## src/rtl/core/cda_pkg.sv

```systemverilog
`timescale 1ns / 1ps
// Shared types, constants and helper functions for the calendar date arithmetic core.
// No dependencies; every other file in rtl/core imports this package.
package cda_pkg;

	localparam int unsigned TIME_BITS = 38;
	localparam int unsigned DAYS_W    = 22;
	localparam int unsigned SOD_W     = 17;

	localparam logic [TIME_BITS-1:0] TIME_MAX    = '1;
	localparam logic [SOD_W-1:0]     SEC_PER_DAY = 17'd86400;
	localparam logic [SOD_W-1:0]     LAST_SEC    = 17'd86399;

	// Round-up reciprocals: floor(n * R >> k) == n / d for the operand widths used.
	localparam logic [31:0] DAY_RECIP  = 32'(((64'd1 << 41) + 64'd674) / 64'd675);
	localparam logic [17:0] HOUR_RECIP = 18'(((64'd1 << 29) + 64'd3599) / 64'd3600);
	localparam logic [22:0] ERA_RECIP  = 23'(((64'd1 << 40) + 64'd146096) / 64'd146097);
	localparam logic [12:0] MIN_RECIP  = 13'(((64'd1 << 18) + 64'd59) / 64'd60);
	localparam logic [18:0] A_RECIP    = 19'(((64'd1 << 29) + 64'd1459) / 64'd1460);
	localparam logic [18:0] B_RECIP    = 19'(((64'd1 << 34) + 64'd36523) / 64'd36524);
	localparam logic [18:0] YOE_RECIP  = 19'(((64'd1 << 27) + 64'd364) / 64'd365);
	localparam logic [9:0]  CENT_RECIP = 10'(((64'd1 << 16) + 64'd99) / 64'd100);
	localparam logic [11:0] MP_RECIP   = 12'(((64'd1 << 19) + 64'd152) / 64'd153);

	typedef enum logic [2:0] {
		OP_ADD         = 3'd0,
		OP_SUB         = 3'd1,
		OP_NEXT_MONTH  = 3'd2,
		OP_MONTH_START = 3'd3,
		OP_MONTH_END   = 3'd4
	} cda_op_t;

	typedef struct packed {
		logic [2:0]           req_type;
		logic [TIME_BITS-1:0] time_seconds;
		logic [31:0]          offset_seconds;
	} cda_req_t;

	typedef struct packed {
		logic [TIME_BITS-1:0] result_seconds;
		logic [13:0]          year;
		logic [3:0]           month;
		logic [4:0]           day;
		logic [4:0]           hour;
		logic [5:0]           minute;
		logic [5:0]           second;
		logic                 leap_year;
		logic                 out_of_range;
	} cda_rsp_t;

	typedef struct packed {
		logic [13:0] year;
		logic [3:0]  month;
		logic [4:0]  day;
		logic [4:0]  hour;
		logic [5:0]  minute;
		logic [5:0]  second;
		logic        leap;
	} cda_civil_t;

	typedef struct packed {
		cda_op_t     op;
		logic [31:0] delta;
	} cda_side_t;

	function automatic logic [4:0] cda_days_in(logic [3:0] month, logic leap);
		logic [4:0] len;
		unique case (month)
			4'd2:                      len = leap ? 5'd29 : 5'd28;
			4'd4, 4'd6, 4'd9, 4'd11:   len = 5'd30;
			default:                   len = 5'd31;
		endcase
		return len;
	endfunction

	// Day of a March-based year on which shifted month mp begins.
	function automatic logic [8:0] cda_month_base(logic [3:0] mp);
		logic [8:0] base;
		unique case (mp)
			4'd0:    base = 9'd0;
			4'd1:    base = 9'd31;
			4'd2:    base = 9'd61;
			4'd3:    base = 9'd92;
			4'd4:    base = 9'd122;
			4'd5:    base = 9'd153;
			4'd6:    base = 9'd184;
			4'd7:    base = 9'd214;
			4'd8:    base = 9'd245;
			4'd9:    base = 9'd275;
			4'd10:   base = 9'd306;
			4'd11:   base = 9'd337;
			default: base = 9'd0;
		endcase
		return base;
	endfunction

endpackage

```

## src/rtl/core/cda_offset.sv

```systemverilog
`timescale 1ns / 1ps
// Three-stage operation unit: builds the offset for the requested operation and applies it
// with saturation. Depends on cda_pkg and on the civil breakdown of the input time.
module cda_offset (
	input  logic                          clk,
	input  logic                          arst_n,
	input  logic                          in_valid,
	input  logic [cda_pkg::TIME_BITS-1:0] in_time,
	input  cda_pkg::cda_side_t            in_side,
	input  cda_pkg::cda_civil_t           in_civil,
	input  logic [cda_pkg::SOD_W-1:0]     in_sod,
	output logic                          out_valid,
	output logic [cda_pkg::TIME_BITS-1:0] out_time,
	output logic                          out_flag
);
	import cda_pkg::*;

	logic [4:0]           cur_len, nxt_len, step;
	logic [3:0]           nxt_mon;
	logic [4:0]           dd;
	logic [SOD_W-1:0]     secs;
	logic                 use_delta, sub;

	logic [3:1]           v_s;
	logic [4:0]           dd_s1;
	logic [SOD_W-1:0]     secs_s1;
	logic                 use_delta_s1, sub_s1, sub_s2;
	logic [31:0]          delta_s1, off_s2;
	logic [TIME_BITS-1:0] tm_s1, tm_s2, r_s3;
	logic                 flag_s3;

	logic [DAYS_W-1:0]    day_secs;
	logic [TIME_BITS:0]   sum, diff;

	assign cur_len = cda_days_in(in_civil.month, in_civil.leap);
	assign nxt_mon = (in_civil.month == 4'd12) ? 4'd1 : in_civil.month + 4'd1;
	assign nxt_len = cda_days_in(nxt_mon, in_civil.leap);
	assign step    = (in_civil.day > nxt_len) ? cur_len - (in_civil.day - nxt_len) : cur_len;

	always_comb begin
		dd        = '0;
		secs      = '0;
		use_delta = 1'b0;
		sub       = 1'b0;
		unique case (in_side.op)
			OP_ADD: begin
				use_delta = 1'b1;
			end
			OP_SUB: begin
				use_delta = 1'b1;
				sub       = 1'b1;
			end
			OP_NEXT_MONTH: begin
				dd = step;
			end
			OP_MONTH_START: begin
				dd   = in_civil.day - 5'd1;
				secs = in_sod;
				sub  = 1'b1;
			end
			OP_MONTH_END: begin
				dd   = cur_len - in_civil.day;
				secs = LAST_SEC - in_sod;
			end
			default: begin
			end
		endcase
	end

	assign day_secs = 22'(dd_s1) * 22'(SEC_PER_DAY);
	assign sum      = {1'b0, tm_s2} + (TIME_BITS+1)'(off_s2);
	assign diff     = {1'b0, tm_s2} - (TIME_BITS+1)'(off_s2);

	always_ff @(posedge clk or negedge arst_n) begin
		if (!arst_n) begin
			v_s <= '0;
		end else begin
			v_s <= {v_s[2:1], in_valid};
		end
	end

	always_ff @(posedge clk) begin
		dd_s1        <= dd;
		secs_s1      <= secs;
		use_delta_s1 <= use_delta;
		sub_s1       <= sub;
		delta_s1     <= in_side.delta;
		tm_s1        <= in_time;

		off_s2 <= use_delta_s1 ? delta_s1 : 32'(day_secs + DAYS_W'(secs_s1));
		sub_s2 <= sub_s1;
		tm_s2  <= tm_s1;

		if (sub_s2) begin
			flag_s3 <= diff[TIME_BITS];
			r_s3    <= diff[TIME_BITS] ? '0 : diff[TIME_BITS-1:0];
		end else begin
			flag_s3 <= sum[TIME_BITS];
			r_s3    <= sum[TIME_BITS] ? TIME_MAX : sum[TIME_BITS-1:0];
		end
	end

	assign out_valid = v_s[3];
	assign out_time  = r_s3;
	assign out_flag  = flag_s3;

`ifndef SYNTHESIS
	a_latency: assert property (@(posedge clk) disable iff (!arst_n)
		in_valid |-> ##3 out_valid)
		else $error("operation item lost in pipeline");
	a_sat_value: assert property (@(posedge clk) disable iff (!arst_n)
		(out_valid && out_flag) |-> (out_time == '0 || out_time == TIME_MAX))
		else $error("saturated result not at a range end");
	a_start_no_sat: assert property (@(posedge clk) disable iff (!arst_n)
		(v_s[1] && sub_s1 && !use_delta_s1) |-> ##2 !out_flag)
		else $error("month start saturated");
`endif

endmodule

```

## config.mk

```make
export PLATFORM = sky130hd
export DESIGN_NAME = cda_offset
export DESIGN_NICKNAME = d
export VERILOG_FILES = /design/src/rtl/core/cda_pkg.sv /design/src/rtl/core/cda_offset.sv
export SDC_FILE = /design/constraint.sdc
export NUM_CORES = 1
export LEC_CHECK = 0
export ABC_AREA = 1
export BUFFER_PORTS_ARGS = -buffer_cell sky130_fd_sc_hd__buf_2
export CAP_MARGIN = 20
export CORE_ASPECT_RATIO = 1.1
export CORE_MARGIN = 2
export CORE_UTILIZATION = 60
export CTS_BUF_LIST = sky130_fd_sc_hd__clkbuf_2
export DETAILED_ROUTE_END_ITERATION = 16
export PLACE_DENSITY_LB_ADDON = 0.2
export SKIP_CTS_REPAIR_TIMING = 1
export SYNTH_ARGS = -nofsm -noshare
export SYNTH_HDL_FRONTEND = slang
export SYNTH_SLANG_ARGS = --single-unit
```

## constraint.sdc

```tcl
create_clock -name clk -period 3.5 [get_ports clk]
set_input_delay 0.875 -clock clk [delete_from_list [all_inputs] [get_ports clk]]
set_output_delay 0.875 -clock clk [all_outputs]
set_load 0.02 [all_outputs]
```

==> impl_metrics.csv <==
group,metric,value,unit
outcome,status,"finished, final reports clean",
synth,yosys-top-cells-area,"dfxtp_1 (32%), nand2_1 (17%), ha_1 (10%)",
final_layout,layout.nets,2358,
cts,ctsHtreeMaxLevel,2,
sta,clock.fmax,287.7,MHz
job,maxCapViolCount,0,
sta,finalMaxSlewViolations,0,
global_route,grt_max_degree,36,
worst_setup_path,reg2regPathDepth,18,
floorplanning,rows,56,
placed_design,dpl.cell_count,2343,
power_and_ir_drop,netSwitchingFraction,41.57,%
placed_design,placed_area,13800,um^2
worst_setup_path,cp-end-kind,"flip-flop",
worst_setup_path,crit_type,"reg -> reg",
placed_design,gp_congestion,0.9686,
final_layout,syn_to_final_growth,11.87,%
detailed_routing,drc,0,
synth,yosysWarnings,0,
global_route,gr-usage-all-layers,33.48,%
final_layout,final_util,68.03,%
synth,syn_area,12870,um^2
placed_design,hpwl,30800,um
sta,setup_viol,0,
cts,root_buffer,"clkbuf_2",
worst_setup_path,critical-path-slowest-cell,"fa_2",
global_route,overflow,0,
synth,syn-num-nets,2192,
power_and_ir_drop,power_frac_comb,39.7,%
synth,synth_top_cell_by_area,"dfxtp_1",
worst_hold_path,hp-start,"in_side[22]",
power_and_ir_drop,p_sw,2.943,mW
power_and_ir_drop,p_int,4.136,mW
detailed_routing,totalWireLength,38060,um
sta,slew_headroom,46.10,%
power_and_ir_drop,ir_drop,0.4120,mV
synth,yosys.area.top_type_share,31.74,%
worst_setup_path,r2r_end,"off_s2[19]",
worst_setup_path,max_stage_delay,0.44,ns
floorplanning,start_util,60.81,%
synth,synth.distinct_cells,42,
placed_design,numPortBuffers,142,
floorplanning,die_area,22640,um^2
worst_hold_path,holdCritPathClass,"in -> reg",
floorplanning,core,21160,um^2
worst_setup_path,cp_max_fo,5,
cts,cts_buffers,49,
global_route,grt_pass1_vias,12430,
detailed_routing,ant_nets,0,
synth,syn_inst,1942,
synth,synth_async_sr_flop_share,1.449,%
floorplanning,ios,174,
power_and_ir_drop,p_clk_share,21.7,%
cts,cts_tree,"yes",
worst_setup_path,crit_required,4.21,ns
cts,clock_latency,0.84,ns
power_and_ir_drop,pwr-share-seq,38.7,%
floorplanning,die_x,143.6,um
cts,clkSlewWorstSetupHoldPaths,0.13,ns
final_layout,design_area,14400,um^2
detailed_routing,viasPerCell,5.314,
worst_setup_path,cp.arrival,4.18,ns
floorplanning,die_height,157.6,um
detailed_routing,drt_iter0_markers,812,
sta,tightestPinTransition,0.8076,ns
global_route,antenna_found_initial,1,
global_route,grt_pass1_wl,59200,um
worst_hold_path,min_path_cells,1,
worst_setup_path,r2r_slack,0.02,ns
synth,synth_edf_count,0,
sta,finalCritPeriodShare,99.32,%
synth,synth-seq-cells,207,
synth,synthFlopType,"dfxtp_1",
cts,clk_path_buf_depth,3,
sta,skew,0.06814,ns
worst_setup_path,rr_startpoint,"dd_s1[3]",
worst_setup_path,crit_top_cell,"inv_1",
power_and_ir_drop,p_leak,7.826,nW
sta,finalHoldViolCount,0,
worst_setup_path,crit_path_cell_trace,"inv_1 > ha_1 > inv_1 > ha_1 > inv_1 > fa_2 > inv_1 > nand2_2 > nor2_1 > nand2_1 > nand3_1 > xor2_2 > ha_4 > a21oi_1 > o2111ai_4 > nand2_1 > nand2_1 > a31oi_1",
power_and_ir_drop,p_per_area,491.7,nW/um^2
synth,yosysSeqAreaShare,32.32,%
final_layout,final_layout_size_suffix_gt1_share,12.99,%
detailed_routing,dr_total_vias,12920,
detailed_routing,wl_per_cell,15.66,um
sta,period_needed,3.476,ns
detailed_routing,drt_pre_antenna_iters,7,
sta,timing.hold.ws,0.1464,ns
cts,clock_sinks,207,
worst_setup_path,worst_setup_path_start_kind,"flip-flop",
synth,synth.avg_cell_area,6.626,um^2
final_layout,final_cells,2431,
worst_hold_path,hold_end,"delta_s1[22]",
## Yosys cell counts (8+ instances only)
master,number
nor3_1,22
nand3_1,137
or2_2,8
inv_1,316
nor2_1,167
clkbuf_1,13
ha_1,107
buf_2,16
xnor2_1,8
a21oi_1,84
fa_1,9
nand2_1,599
a31oi_1,8
o21ai_0,85
o21bai_1,16
nand4_1,28
xor2_1,43
dfxtp_1,204
buf_4,9
## worst max-delay path, delay by kind of cell, from the launching register on
| kind | cells | cell delay (ns) |
|---|---|---|
| flops | 1 | 0.35 |
| compound gates | 3 | 0.76 |
| buf+inv | 4 | 0.29 |
| simple gates | 6 | 0.60 |
| fa+ha+maj | 4 | 1.16 |
| xor+xnor | 1 | 0.23 |
## layout make-up
| cell class | count | area (um^2) |
|---|---|---|
| Clock inverter | 18 | 105.1 |
| Tap cell | 290 | 362.8 |
| Fill cell | 1936 | 6764 |
| Clock buffer | 65 | 325.3 |
| Sequential cell | 207 | 4160 |
| Timing Repair Buffer | 157 | 838.3 |
| Multi-Input combinational cell | 1373 | 7401 |
| Antenna cell | 1 | 2.502 |
| Inverter | 320 | 1201 |
## worst max-delay path by stage
stage,slack [ns],from,depth (start not counted),end
after floorplan,0.26,dd_s1[3],23,off_s2[20]
after global placement,0.03,in_civil[24],19,dd_s1[4]
after detailed placement,-0.07,in_civil[24],19,dd_s1[4]
after CTS,-0.04,dd_s1[3],23,off_s2[20]
after global routing,-0.12,dd_s1[3],18,off_s2[19]
final,0.02,dd_s1[3],18,off_s2[19]
## cells by family (layout without fill, tap and decap cells)
family / Yosys count / count (layout) / share of synthesized area (%)
compound gates: 222 / 222 / 9.509
xor+xnor: 51 / 51 / 3.471
buf+inv: 362 / 560 / 11.21
other cells: 0 / 1 / 0
flops: 207 / 207 / 32.32
fa+ha+maj: 116 / 116 / 11.80
simple gates: 984 / 984 / 31.69
## cell usage in the layout (no fill, tap or decap), types with 41 or more instances in the layout
master,count
xor2_1,41
nand2_1,595
a21oi_1,80
nor2_1,165
inv_1,314
ha_1,104
buf_2,142
nand3_1,134
clkbuf_2,65
dfxtp_1,203
o21ai_0,85
## routing by layer
metal | global-route usage (%) | vias to the layer above | routed length (um)
li1 | - | 6439 | -
met1 | 39.86 | 5819 | 15420
met2 | 58.89 | 534 | 18190
met3 | 4.658 | 126 | 2460
met4 | 16.81 | 0 | 1982
met5 | 0 | - | 0
## registers in the layout (all words and copies together), names as in the netlist
| name | count |
|---|---|
| sub_s1 | 1 |
| off_s2 | 32 |
| out_time | 38 |
| use_delta_s1 | 1 |
| v_s | 3 |
| out_flag | 1 |
| tm_s1 | 38 |
| sub_s2 | 1 |
| delta_s1 | 32 |
| dd_s1 | 5 |
| secs_s1 | 17 |
| tm_s2 | 38 |
## metrics by stage
step | TNS (ns) | setup WS, ns | power [mW]
2_1_floorplan | 0 | 0.2606 | 4.684
3_3_place_gp | 0 | 0.03156 | 5.425
3_5_place_dp | -0.09277 | -0.07076 | 5.473
4_1_cts | -0.04565 | -0.03854 | 6.988
5_1_grt | -0.3055 | -0.1248 | 7.570
6_report | 0 | 0.02373 | 7.079
## power groups by stage
stage                     Clock (mW)  Sequential [mW]  Combinational (mW)
final                           1.53             2.74                2.81
after global routing            1.68             2.77                3.12
after CTS                       1.55             2.74                2.70
after detailed placement           0             2.79                2.68
after global placement             0             2.78                2.64
after floorplan                    0             2.94                1.75
Note: power is estimated with default switching activity, not from simulation.
