<file path="src/rtl/core/cda_pkg.sv">
`timescale 1ns / 1ps
// Shared types, constants and helper functions for the calendar date arithmetic core.
// No dependencies; every other file in rtl/core imports this package.
package cda_pkg;

	localparam int unsigned TIME_BITS = 38;
	localparam int unsigned DAYS_W    = 22;
	localparam int unsigned SOD_W     = 17;

	localparam logic [TIME_BITS-1:0] TIME_MAX    = '1;
	localparam logic [SOD_W-1:0]     SEC_PER_DAY = 17'd86400;
	localparam logic [SOD_W-1:0]     LAST_SEC    = 17'd86399;

	// Round-up reciprocals: floor(n * R >> k) == n / d for the operand widths used.
	localparam logic [31:0] DAY_RECIP  = 32'(((64'd1 << 41) + 64'd674) / 64'd675);
	localparam logic [17:0] HOUR_RECIP = 18'(((64'd1 << 29) + 64'd3599) / 64'd3600);
	localparam logic [22:0] ERA_RECIP  = 23'(((64'd1 << 40) + 64'd146096) / 64'd146097);
	localparam logic [12:0] MIN_RECIP  = 13'(((64'd1 << 18) + 64'd59) / 64'd60);
	localparam logic [18:0] A_RECIP    = 19'(((64'd1 << 29) + 64'd1459) / 64'd1460);
	localparam logic [18:0] B_RECIP    = 19'(((64'd1 << 34) + 64'd36523) / 64'd36524);
	localparam logic [18:0] YOE_RECIP  = 19'(((64'd1 << 27) + 64'd364) / 64'd365);
	localparam logic [9:0]  CENT_RECIP = 10'(((64'd1 << 16) + 64'd99) / 64'd100);
	localparam logic [11:0] MP_RECIP   = 12'(((64'd1 << 19) + 64'd152) / 64'd153);

	typedef enum logic [2:0] {
		OP_ADD         = 3'd0,
		OP_SUB         = 3'd1,
		OP_NEXT_MONTH  = 3'd2,
		OP_MONTH_START = 3'd3,
		OP_MONTH_END   = 3'd4
	} cda_op_t;

	typedef struct packed {
		logic [2:0]           req_type;
		logic [TIME_BITS-1:0] time_seconds;
		logic [31:0]          offset_seconds;
	} cda_req_t;

	typedef struct packed {
		logic [TIME_BITS-1:0] result_seconds;
		logic [13:0]          year;
		logic [3:0]           month;
		logic [4:0]           day;
		logic [4:0]           hour;
		logic [5:0]           minute;
		logic [5:0]           second;
		logic                 leap_year;
		logic                 out_of_range;
	} cda_rsp_t;

	typedef struct packed {
		logic [13:0] year;
		logic [3:0]  month;
		logic [4:0]  day;
		logic [4:0]  hour;
		logic [5:0]  minute;
		logic [5:0]  second;
		logic        leap;
	} cda_civil_t;

	typedef struct packed {
		cda_op_t     op;
		logic [31:0] delta;
	} cda_side_t;

	function automatic logic [4:0] cda_days_in(logic [3:0] month, logic leap);
		logic [4:0] len;
		unique case (month)
			4'd2:                      len = leap ? 5'd29 : 5'd28;
			4'd4, 4'd6, 4'd9, 4'd11:   len = 5'd30;
			default:                   len = 5'd31;
		endcase
		return len;
	endfunction

	// Day of a March-based year on which shifted month mp begins.
	function automatic logic [8:0] cda_month_base(logic [3:0] mp);
		logic [8:0] base;
		unique case (mp)
			4'd0:    base = 9'd0;
			4'd1:    base = 9'd31;
			4'd2:    base = 9'd61;
			4'd3:    base = 9'd92;
			4'd4:    base = 9'd122;
			4'd5:    base = 9'd153;
			4'd6:    base = 9'd184;
			4'd7:    base = 9'd214;
			4'd8:    base = 9'd245;
			4'd9:    base = 9'd275;
			4'd10:   base = 9'd306;
			4'd11:   base = 9'd337;
			default: base = 9'd0;
		endcase
		return base;
	endfunction

endpackage

</file>
<file path="src/rtl/core/cda_breakdown.sv">
`timescale 1ns / 1ps
// Twelve-stage pipeline that splits epoch seconds into a Gregorian UTC date and time.
// Depends on cda_pkg; carries the time and a sideband word alongside each item.
module cda_breakdown #(
	parameter int unsigned SIDE_W = 1
) (
	input  logic                         clk,
	input  logic                         arst_n,
	input  logic                         in_valid,
	input  logic [cda_pkg::TIME_BITS-1:0] in_time,
	input  logic [SIDE_W-1:0]            in_side,
	output logic                         out_valid,
	output logic [cda_pkg::TIME_BITS-1:0] out_time,
	output logic [SIDE_W-1:0]            out_side,
	output cda_pkg::cda_civil_t          out_civil,
	output logic [cda_pkg::SOD_W-1:0]    out_sod
);
	import cda_pkg::*;

	localparam int unsigned LAT = 12;

	logic [LAT:1]          vld_s;
	logic [TIME_BITS-1:0]  tm_s   [1:LAT];
	logic [SIDE_W-1:0]     sd_s   [1:LAT];
	logic [DAYS_W-1:0]     days_s1;
	logic [SOD_W-1:0]      sod_s  [2:LAT];
	logic [DAYS_W-1:0]     z_s2, z_s3;
	logic [4:0]            hour_s [3:LAT];
	logic [4:0]            era_s  [3:11];
	logic [11:0]           sih_s4, sih_s5;
	logic [17:0]           doe_s  [4:8];
	logic [5:0]            min_s  [5:LAT];
	logic [6:0]            a_s5;
	logic [2:0]            b_s5;
	logic                  c_s5;
	logic [5:0]            sec_s  [6:LAT];
	logic [17:0]           yp_s6;
	logic [8:0]            yoe_s  [7:10];
	logic [1:0]            cent_s8;
	logic [17:0]           y365_s8;
	logic [8:0]            doy_s  [9:10];
	logic [3:0]            mp_s10;
	logic [4:0]            day_s11, day_s12;
	logic [3:0]            mon_s11, mon_s12;
	logic [8:0]            yoa_s11;
	logic [13:0]           year_s12;
	logic                  leap_s12;

	logic [62:0] day_prod;
	logic [30:0] days675, rem_full;
	logic [34:0] hour_prod;
	logic [44:0] era_prod;
	logic [16:0] hr3600, sih_full;
	logic [21:0] era_days, doe_full;
	logic [24:0] min_prod;
	logic [36:0] a_prod, b_prod, yoe_prod;
	logic [11:0] min60, sec_full;
	logic [17:0] yp_full;
	logic [18:0] cent_prod;
	logic [17:0] y365;
	logic [17:0] doy_full;
	logic [10:0] t5;
	logic [22:0] mp_prod;
	logic [8:0]  day_full;
	logic [13:0] year_full;

	assign day_prod  = 63'(in_time[TIME_BITS-1:7]) * 63'(DAY_RECIP);
	assign days675   = 31'(days_s1) * 31'(10'd675);
	assign rem_full  = 31'(tm_s[1][TIME_BITS-1:7]) - days675;
	assign hour_prod = 35'(sod_s[2]) * 35'(HOUR_RECIP);
	assign era_prod  = 45'(z_s2) * 45'(ERA_RECIP);
	assign hr3600    = 17'(hour_s[3]) * 17'(12'd3600);
	assign sih_full  = sod_s[3] - hr3600;
	assign era_days  = 22'(era_s[3]) * 22'(18'd146097);
	assign doe_full  = z_s3 - era_days;
	assign min_prod  = 25'(sih_s4) * 25'(MIN_RECIP);
	assign a_prod    = 37'(doe_s[4]) * 37'(A_RECIP);
	assign b_prod    = 37'(doe_s[4]) * 37'(B_RECIP);
	assign min60     = 12'(min_s[5]) * 12'(6'd60);
	assign sec_full  = sih_s5 - min60;
	assign yp_full   = doe_s[5] - 18'(a_s5) + 18'(b_s5) - 18'(c_s5);
	assign yoe_prod  = 37'(yp_s6) * 37'(YOE_RECIP);
	assign cent_prod = 19'(yoe_s[7]) * 19'(CENT_RECIP);
	assign y365      = 18'(yoe_s[7]) * 18'(9'd365);
	assign doy_full  = doe_s[8] - (y365_s8 + 18'(yoe_s[8][8:2]) - 18'(cent_s8));
	assign t5        = {doy_s[9], 2'b00} + 11'(doy_s[9]) + 11'd2;
	assign mp_prod   = 23'(t5) * 23'(MP_RECIP);
	assign day_full  = doy_s[10] - cda_month_base(mp_s10) + 9'd1;
	assign year_full = 14'(era_s[11]) * 14'(9'd400) + 14'(yoa_s11);

	always_ff @(posedge clk or negedge arst_n) begin
		if (!arst_n) begin
			vld_s <= '0;
		end else begin
			vld_s <= {vld_s[LAT-1:1], in_valid};
		end
	end

	always_ff @(posedge clk) begin
		tm_s[1] <= in_time;
		sd_s[1] <= in_side;
		for (int i = 2; i <= LAT; i++) begin
			tm_s[i] <= tm_s[i-1];
			sd_s[i] <= sd_s[i-1];
		end
		for (int i = 3; i <= LAT; i++) sod_s[i] <= sod_s[i-1];
		for (int i = 4; i <= LAT; i++) hour_s[i] <= hour_s[i-1];
		for (int i = 4; i <= 11; i++) era_s[i] <= era_s[i-1];
		for (int i = 5; i <= 8; i++) doe_s[i] <= doe_s[i-1];
		for (int i = 6; i <= LAT; i++) min_s[i] <= min_s[i-1];
		for (int i = 7; i <= LAT; i++) sec_s[i] <= sec_s[i-1];
		for (int i = 8; i <= 10; i++) yoe_s[i] <= yoe_s[i-1];
		doy_s[10] <= doy_s[9];

		days_s1   <= day_prod[62:41];
		sod_s[2]  <= {rem_full[9:0], tm_s[1][6:0]};
		z_s2      <= days_s1 + 22'd719468;
		hour_s[3] <= hour_prod[33:29];
		era_s[3]  <= era_prod[44:40];
		z_s3      <= z_s2;
		sih_s4    <= sih_full[11:0];
		doe_s[4]  <= doe_full[17:0];
		min_s[5]  <= min_prod[23:18];
		a_s5      <= a_prod[35:29];
		b_s5      <= b_prod[36:34];
		c_s5      <= (doe_s[4] == 18'd146096);
		sih_s5    <= sih_s4;
		sec_s[6]  <= sec_full[5:0];
		yp_s6     <= yp_full;
		yoe_s[7]  <= yoe_prod[35:27];
		cent_s8   <= cent_prod[17:16];
		y365_s8   <= y365;
		doy_s[9]  <= doy_full[8:0];
		mp_s10    <= mp_prod[22:19];
		day_s11   <= day_full[4:0];
		mon_s11   <= (mp_s10 < 4'd10) ? mp_s10 + 4'd3 : mp_s10 - 4'd9;
		yoa_s11   <= yoe_s[10] + 9'((mp_s10 >= 4'd10) ? 1 : 0);
		day_s12   <= day_s11;
		mon_s12   <= mon_s11;
		year_s12  <= year_full;
		leap_s12  <= (yoa_s11[1:0] == 2'b00) && (yoa_s11 != 9'd100) &&
			(yoa_s11 != 9'd200) && (yoa_s11 != 9'd300);
	end

	assign out_valid = vld_s[LAT];
	assign out_time  = tm_s[LAT];
	assign out_side  = sd_s[LAT];
	assign out_sod   = sod_s[LAT];
	assign out_civil = '{
		year:   year_s12,
		month:  mon_s12,
		day:    day_s12,
		hour:   hour_s[LAT],
		minute: min_s[LAT],
		second: sec_s[LAT],
		leap:   leap_s12
	};

`ifndef SYNTHESIS
	a_latency: assert property (@(posedge clk) disable iff (!arst_n)
		in_valid |-> ##LAT out_valid)
		else $error("breakdown item lost in pipeline");
	a_sod_match: assert property (@(posedge clk) disable iff (!arst_n)
		out_valid |-> (32'(out_civil.hour) * 32'd3600 + 32'(out_civil.minute) * 32'd60 +
			32'(out_civil.second) == 32'(out_sod)))
		else $error("time of day disagrees with seconds of day");
	a_date_sane: assert property (@(posedge clk) disable iff (!arst_n)
		out_valid |-> (out_civil.month >= 4'd1 && out_civil.month <= 4'd12 &&
			out_civil.day >= 5'd1 &&
			out_civil.day <= cda_days_in(out_civil.month, out_civil.leap)))
		else $error("date outside its month");
`endif

endmodule

</file>
<file path="config.mk">
export PLATFORM = sky130hd
export DESIGN_NAME = cda_breakdown
export DESIGN_NICKNAME = d
export VERILOG_FILES = /design/src/rtl/core/cda_pkg.sv /design/src/rtl/core/cda_breakdown.sv
export SDC_FILE = /design/constraint.sdc
export NUM_CORES = 2
export LEC_CHECK = 0
export BUFFER_PORTS_ARGS = -buffer_cell sky130_fd_sc_hd__buf_2
export CAP_MARGIN = 20
export CORE_MARGIN = 2
export CORE_UTILIZATION = 40
export CTS_CLUSTER_SIZE = 12
export DETAILED_ROUTE_END_ITERATION = 12
export GPL_TIMING_DRIVEN = 0
export SLEW_MARGIN = 15
export SYNTH_ARGS = -nofsm -noshare
export SYNTH_HDL_FRONTEND = slang
export SYNTH_SLANG_ARGS = --single-unit
</file>
<file path="constraint.sdc">
create_clock -name clk -period 12 [get_ports clk]
set_input_delay 1.8 -clock clk [delete_from_list [all_inputs] [get_ports clk]]
set_output_delay 1.8 -clock clk [all_outputs]
set_load 0.02 [all_outputs]
</file>
==> flow_summary.rst <==
.. list-table::
   :header-rows: 1

   * - Metric
     - Value
   * - Most common library cell in the layout ignoring fill and taps
     - sky130_fd_sc_hd__inv_1
   * - Combinational family with the most area after synthesis
     - adder cells
   * - Complex-gate fraction of the synthesized area
     - 0.03943
   * - Clock transition time at the flip-flop clock pins of the worst setup and hold paths
     - ~0.06 ns
   * - # setup viols final
     - 0
   * - Maximum number of buffers from clock root to sink
     - 3
   * - TritonCTS clock tree
     - done
   * - Post-synth design cell area
     - between 70000 and 80000 um^2
   * - Setup repair after global routing missed its margin
     - false
   * - Number of buffers added by the clock tree synthesis step
     - ~110
   * - Worst reg2reg startpoint
     - doy_s[9][0]$_DFF_P_
   * - Max Fanout on Critical Path
     - 10
   * - Number of DRC violations after detailed routing
     - 0
   * - Worst skew pair latency
     - just over 0.7 ns
   * - Warning count from the yosys run
     - 0
   * - Worst r2r path cells
     - 31
   * - Transition at the pin with the smallest max-transition slack
     - about 1.1 ns
   * - Critical path data arrival time
     - 9.21 ns
   * - Fmax achieved
     - 116.6 MHz
   * - Final weighted congestion in routability-driven placement
     - 0.8967
   * - Number of H-tree levels
     - 3
   * - Final core area utilization
     - 0.4413
   * - Initial Utilization
     - 0.4030
   * - Antenna violations before repair
     - 3
   * - Multiplexer share of the synthesized area
     - 0.0005036
   * - Crit. Startpoint
     - in_time[21]
   * - Detail Placement HPWL
     - about 120 mm
   * - Min-delay worst type
     - reg -> reg
   * - Maximum Capacitance Violations
     - 0
   * - Setup crit end
     - days_s1[21]$_DFF_P_
   * - Cell taking the most area after synthesis
     - sky130_fd_sc_hd__dfxtp_1
   * - GRT Total Usage
     - 0.1563
   * - Placeable core area
     - around 180000 um^2
   * - Number of enable flip-flop cells after synthesis
     - 0
   * - Syn_area_per_cell
     - around 12 um^2
   * - Antenna Violating Nets Remaining
     - 0
   * - Fin area
     - between 70000 and 80000 um^2
   * - Headroom to the max-slew limit
     - 0.2546
   * - Hold-fix buffers at CTS
     - 0
   * - Rows
     - roughly 160
   * - Adder-cell share of the synthesized area
     - 0.5342
   * - Boundary pin count
     - 140
   * - Share of Yosys cell area claimed by the top area cell type
     - 0.2842
   * - Average via count per standard cell
     - approximately 4.5
   * - Post-synthesis simple-gate area fraction
     - 0.02124
   * - Number of design-rule violations left by the first detailed-router iteration
     - 1101
   * - Worst path required time
     - around 13 ns
   * - Yosys cell types
     - 70
   * - Die area
     - roughly 180000 um^2
   * - Final Hold Viols
     - 0
   * - DR vias
     - 39999
   * - Iteration count of the initial detailed-routing pass
     - 4
   * - Fraction of final layout cells with drive strength greater than 1
     - 0.05336
   * - Outcome
     - finished clean
   * - Count of instances resized after the clock tree is built
     - 0
   * - Prevailing post-synth register cell
     - sky130_fd_sc_hd__dfxtp_1
   * - Y dimension of the die
     - around 430 um
   * - Detailed Route WL
     - approximately 140 mm
   * - Final-report max-slew violation count
     - 0
   * - Share of the cycle needed by the critical path after routing
     - 0.7149
   * - Cell count after synthesis
     - slightly above 6000
   * - Area post-placement
     - approximately 76000 um^2
   * - Mapped Nets
     - between 8000 and 9000
   * - Fraction of the yosys area taken by sequential cells
     - 0.2884
   * - Post-Route Hold Slack
     - roughly 0.28 ns
   * - Wire length of the first global-routing pass
     - 229.1 mm
   * - Async set-reset flop share out of synthesis
     - 0.01159
   * - Total of buffers placed on input and output ports
     - 139
   * - Vias in the first global route
     - 44357
   * - Root buffer cell
     - sky130_fd_sc_hd__clkbuf_16
   * - Kind of launch point of the worst setup path
     - input pin
   * - Top library cells by usage in the layout, fill and taps aside
     - sky130_fd_sc_hd__inv_1, sky130_fd_sc_hd__ha_1, sky130_fd_sc_hd__dfxtp_1
   * - Type of destination of the critical path
     - register
   * - Width of the die
     - 428.4 um
   * - TritonCTS Sinks
     - roughly 1000
   * - Shortest period the worst path allows
     - 8.579 ns
   * - Wirelength per Cell
     - between 15 and 20 um
   * - Reg-to-reg slack, setup
     - approximately 4.3 ns
   * - Final nets
     - approximately 9000
   * - Worst setup path class
     - in -> reg
   * - Worst clock skew on the final layout
     - 0.04685 ns
   * - Layout-stage area growth over the synthesis result
     - 9.505%
   * - Remaining Overflow, GRT
     - 0
   * - Pin count of the biggest net entering global routing
     - 19
   * - Flip-flop and latch count after synthesis
     - 1035
   * - Main area contributors after synthesis
     - sky130_fd_sc_hd__dfxtp_1, sky130_fd_sc_hd__ha_1, sky130_fd_sc_hd__fa_1
   * - Xor-xnor portion of the synthesized cell area
     - 0.02759
   * - Fin Setup TNS
     - 0 ns
   * - Post-CTS Setup Repair Bufs
     - 0
## Yosys cell counts (8+ instances only)
cell                       count
sky130_fd_sc_hd__a211oi_1      8
sky130_fd_sc_hd__a21o_1       82
sky130_fd_sc_hd__a21oi_1     134
sky130_fd_sc_hd__a31oi_1      11
sky130_fd_sc_hd__and3_1       10
sky130_fd_sc_hd__buf_4        36
sky130_fd_sc_hd__dfrtp_1      12
sky130_fd_sc_hd__dfxtp_1    1023
sky130_fd_sc_hd__fa_1        959
sky130_fd_sc_hd__ha_1       1542
sky130_fd_sc_hd__inv_1      1630
sky130_fd_sc_hd__nand2_1      46
sky130_fd_sc_hd__nand2b_1     15
sky130_fd_sc_hd__nand3_1      31
sky130_fd_sc_hd__nand4_1      19
sky130_fd_sc_hd__nor2_1       85
sky130_fd_sc_hd__nor2b_1      32
sky130_fd_sc_hd__nor3_1       27
sky130_fd_sc_hd__o21a_1       18
sky130_fd_sc_hd__o21ai_0      74
sky130_fd_sc_hd__o21bai_1     28
sky130_fd_sc_hd__or2_2         8
sky130_fd_sc_hd__xnor2_1     171
sky130_fd_sc_hd__xor2_1       56
## metal layers
metal  vias to the layer above  track usage  wire length [um]
met1                     19739       0.2003             60930
met5                         -            0                 0
met2                       452       0.2785             68540
met4                         0      0.04449              3232
met3                       165      0.01593              3708
li1                      19643            -                 -
## layout make-up
cell class	instances	area, um^2
antenna	1	2.502
clock inverter	25	351.6
multi-input combinational	3470	44890
inverter	1630	6118
timing repair buffer	139	695.7
tap	2355	2947
sequential	1035	20780
fill	16666	99900
buffer	36	270.3
clock buffer	130	2853
## cell families after synthesis
kind of cell	after synthesis
AO/OA/AOI/OAI	434
XOR/XNOR	227
adder cells (fa/ha/maj)	2501
buffers and inverters	1666
flip-flops	1035
multiplexers	3
AND/OR/NAND/NOR	305
## registers in the layout (all words and copies together), names as in the netlist, 5 cells and up, named ones only
name,count
days_s1,22
sd_s,12
vld_s,12
yoa_s11,9
sec_s,28
era_s,45
y365_s8,7
a_s5,7
z_s2,22
yoe_s,36
doe_s,63
doy_s,14
day_s12,5
z_s3,18
tm_s,456
day_s11,5
yp_s6,18
min_s,48
hour_s,50
year_s12,14
sod_s,110
sih_s4,8
## worst max-delay path, stage by stage
cell and delay (ns):
sky130_fd_sc_hd__buf_2 0.42, sky130_fd_sc_hd__inv_1 0.27, sky130_fd_sc_hd__ha_1 0.34, sky130_fd_sc_hd__inv_1 0.15, sky130_fd_sc_hd__ha_1 0.17, sky130_fd_sc_hd__inv_1 0.08
sky130_fd_sc_hd__fa_1 0.45, sky130_fd_sc_hd__fa_1 0.52, sky130_fd_sc_hd__fa_1 0.54, sky130_fd_sc_hd__inv_1 0.05, sky130_fd_sc_hd__fa_1 0.45, sky130_fd_sc_hd__fa_1 0.49
sky130_fd_sc_hd__inv_1 0.05, sky130_fd_sc_hd__fa_1 0.47, sky130_fd_sc_hd__inv_1 0.04, sky130_fd_sc_hd__ha_1 0.32, sky130_fd_sc_hd__nand3_1 0.15, sky130_fd_sc_hd__nor3_1 0.42
sky130_fd_sc_hd__nand3_1 0.16, sky130_fd_sc_hd__nor4_1 0.54, sky130_fd_sc_hd__nand2_1 0.15, sky130_fd_sc_hd__a21oi_2 0.30, sky130_fd_sc_hd__a211o_1 0.21, sky130_fd_sc_hd__a221o_1 0.22
sky130_fd_sc_hd__a211oi_2 0.12, sky130_fd_sc_hd__o21ai_1 0.17, sky130_fd_sc_hd__xnor2_1 0.16
## per-stage QoR
stage	instances	setup WS (ns)
5_1_grt	8820	2.970
3_3_place_gp	8665	2.712
4_1_cts	8820	3.485
6_report	8821	3.421
2_1_floorplan	6171	4.150
3_5_place_dp	8665	2.685
## worst min-delay path by stage
stage | from | to | depth (start not counted)
global placement | sd_s[11]$_DFF_P_ | sd_s[12]$_DFF_P_ | 0
global route | yoe_s[9][1]$_DFF_P_ | yoe_s[10][1]$_DFF_P_ | 0
CTS | era_s[0][49]$_DFF_P_ | era_s[0][54]$_DFF_P_ | 0
finish | era_s[0][49]$_DFF_P_ | era_s[0][54]$_DFF_P_ | 0
detailed placement | era_s[0][43]$_DFF_P_ | era_s[0][48]$_DFF_P_ | 0
floorplan | day_s11[0]$_DFF_P_ | day_s12[0]$_DFF_P_ | 0
Power is not shown: default switching activity piles up to over one toggle a cycle in this logic, so the estimate is an artifact.
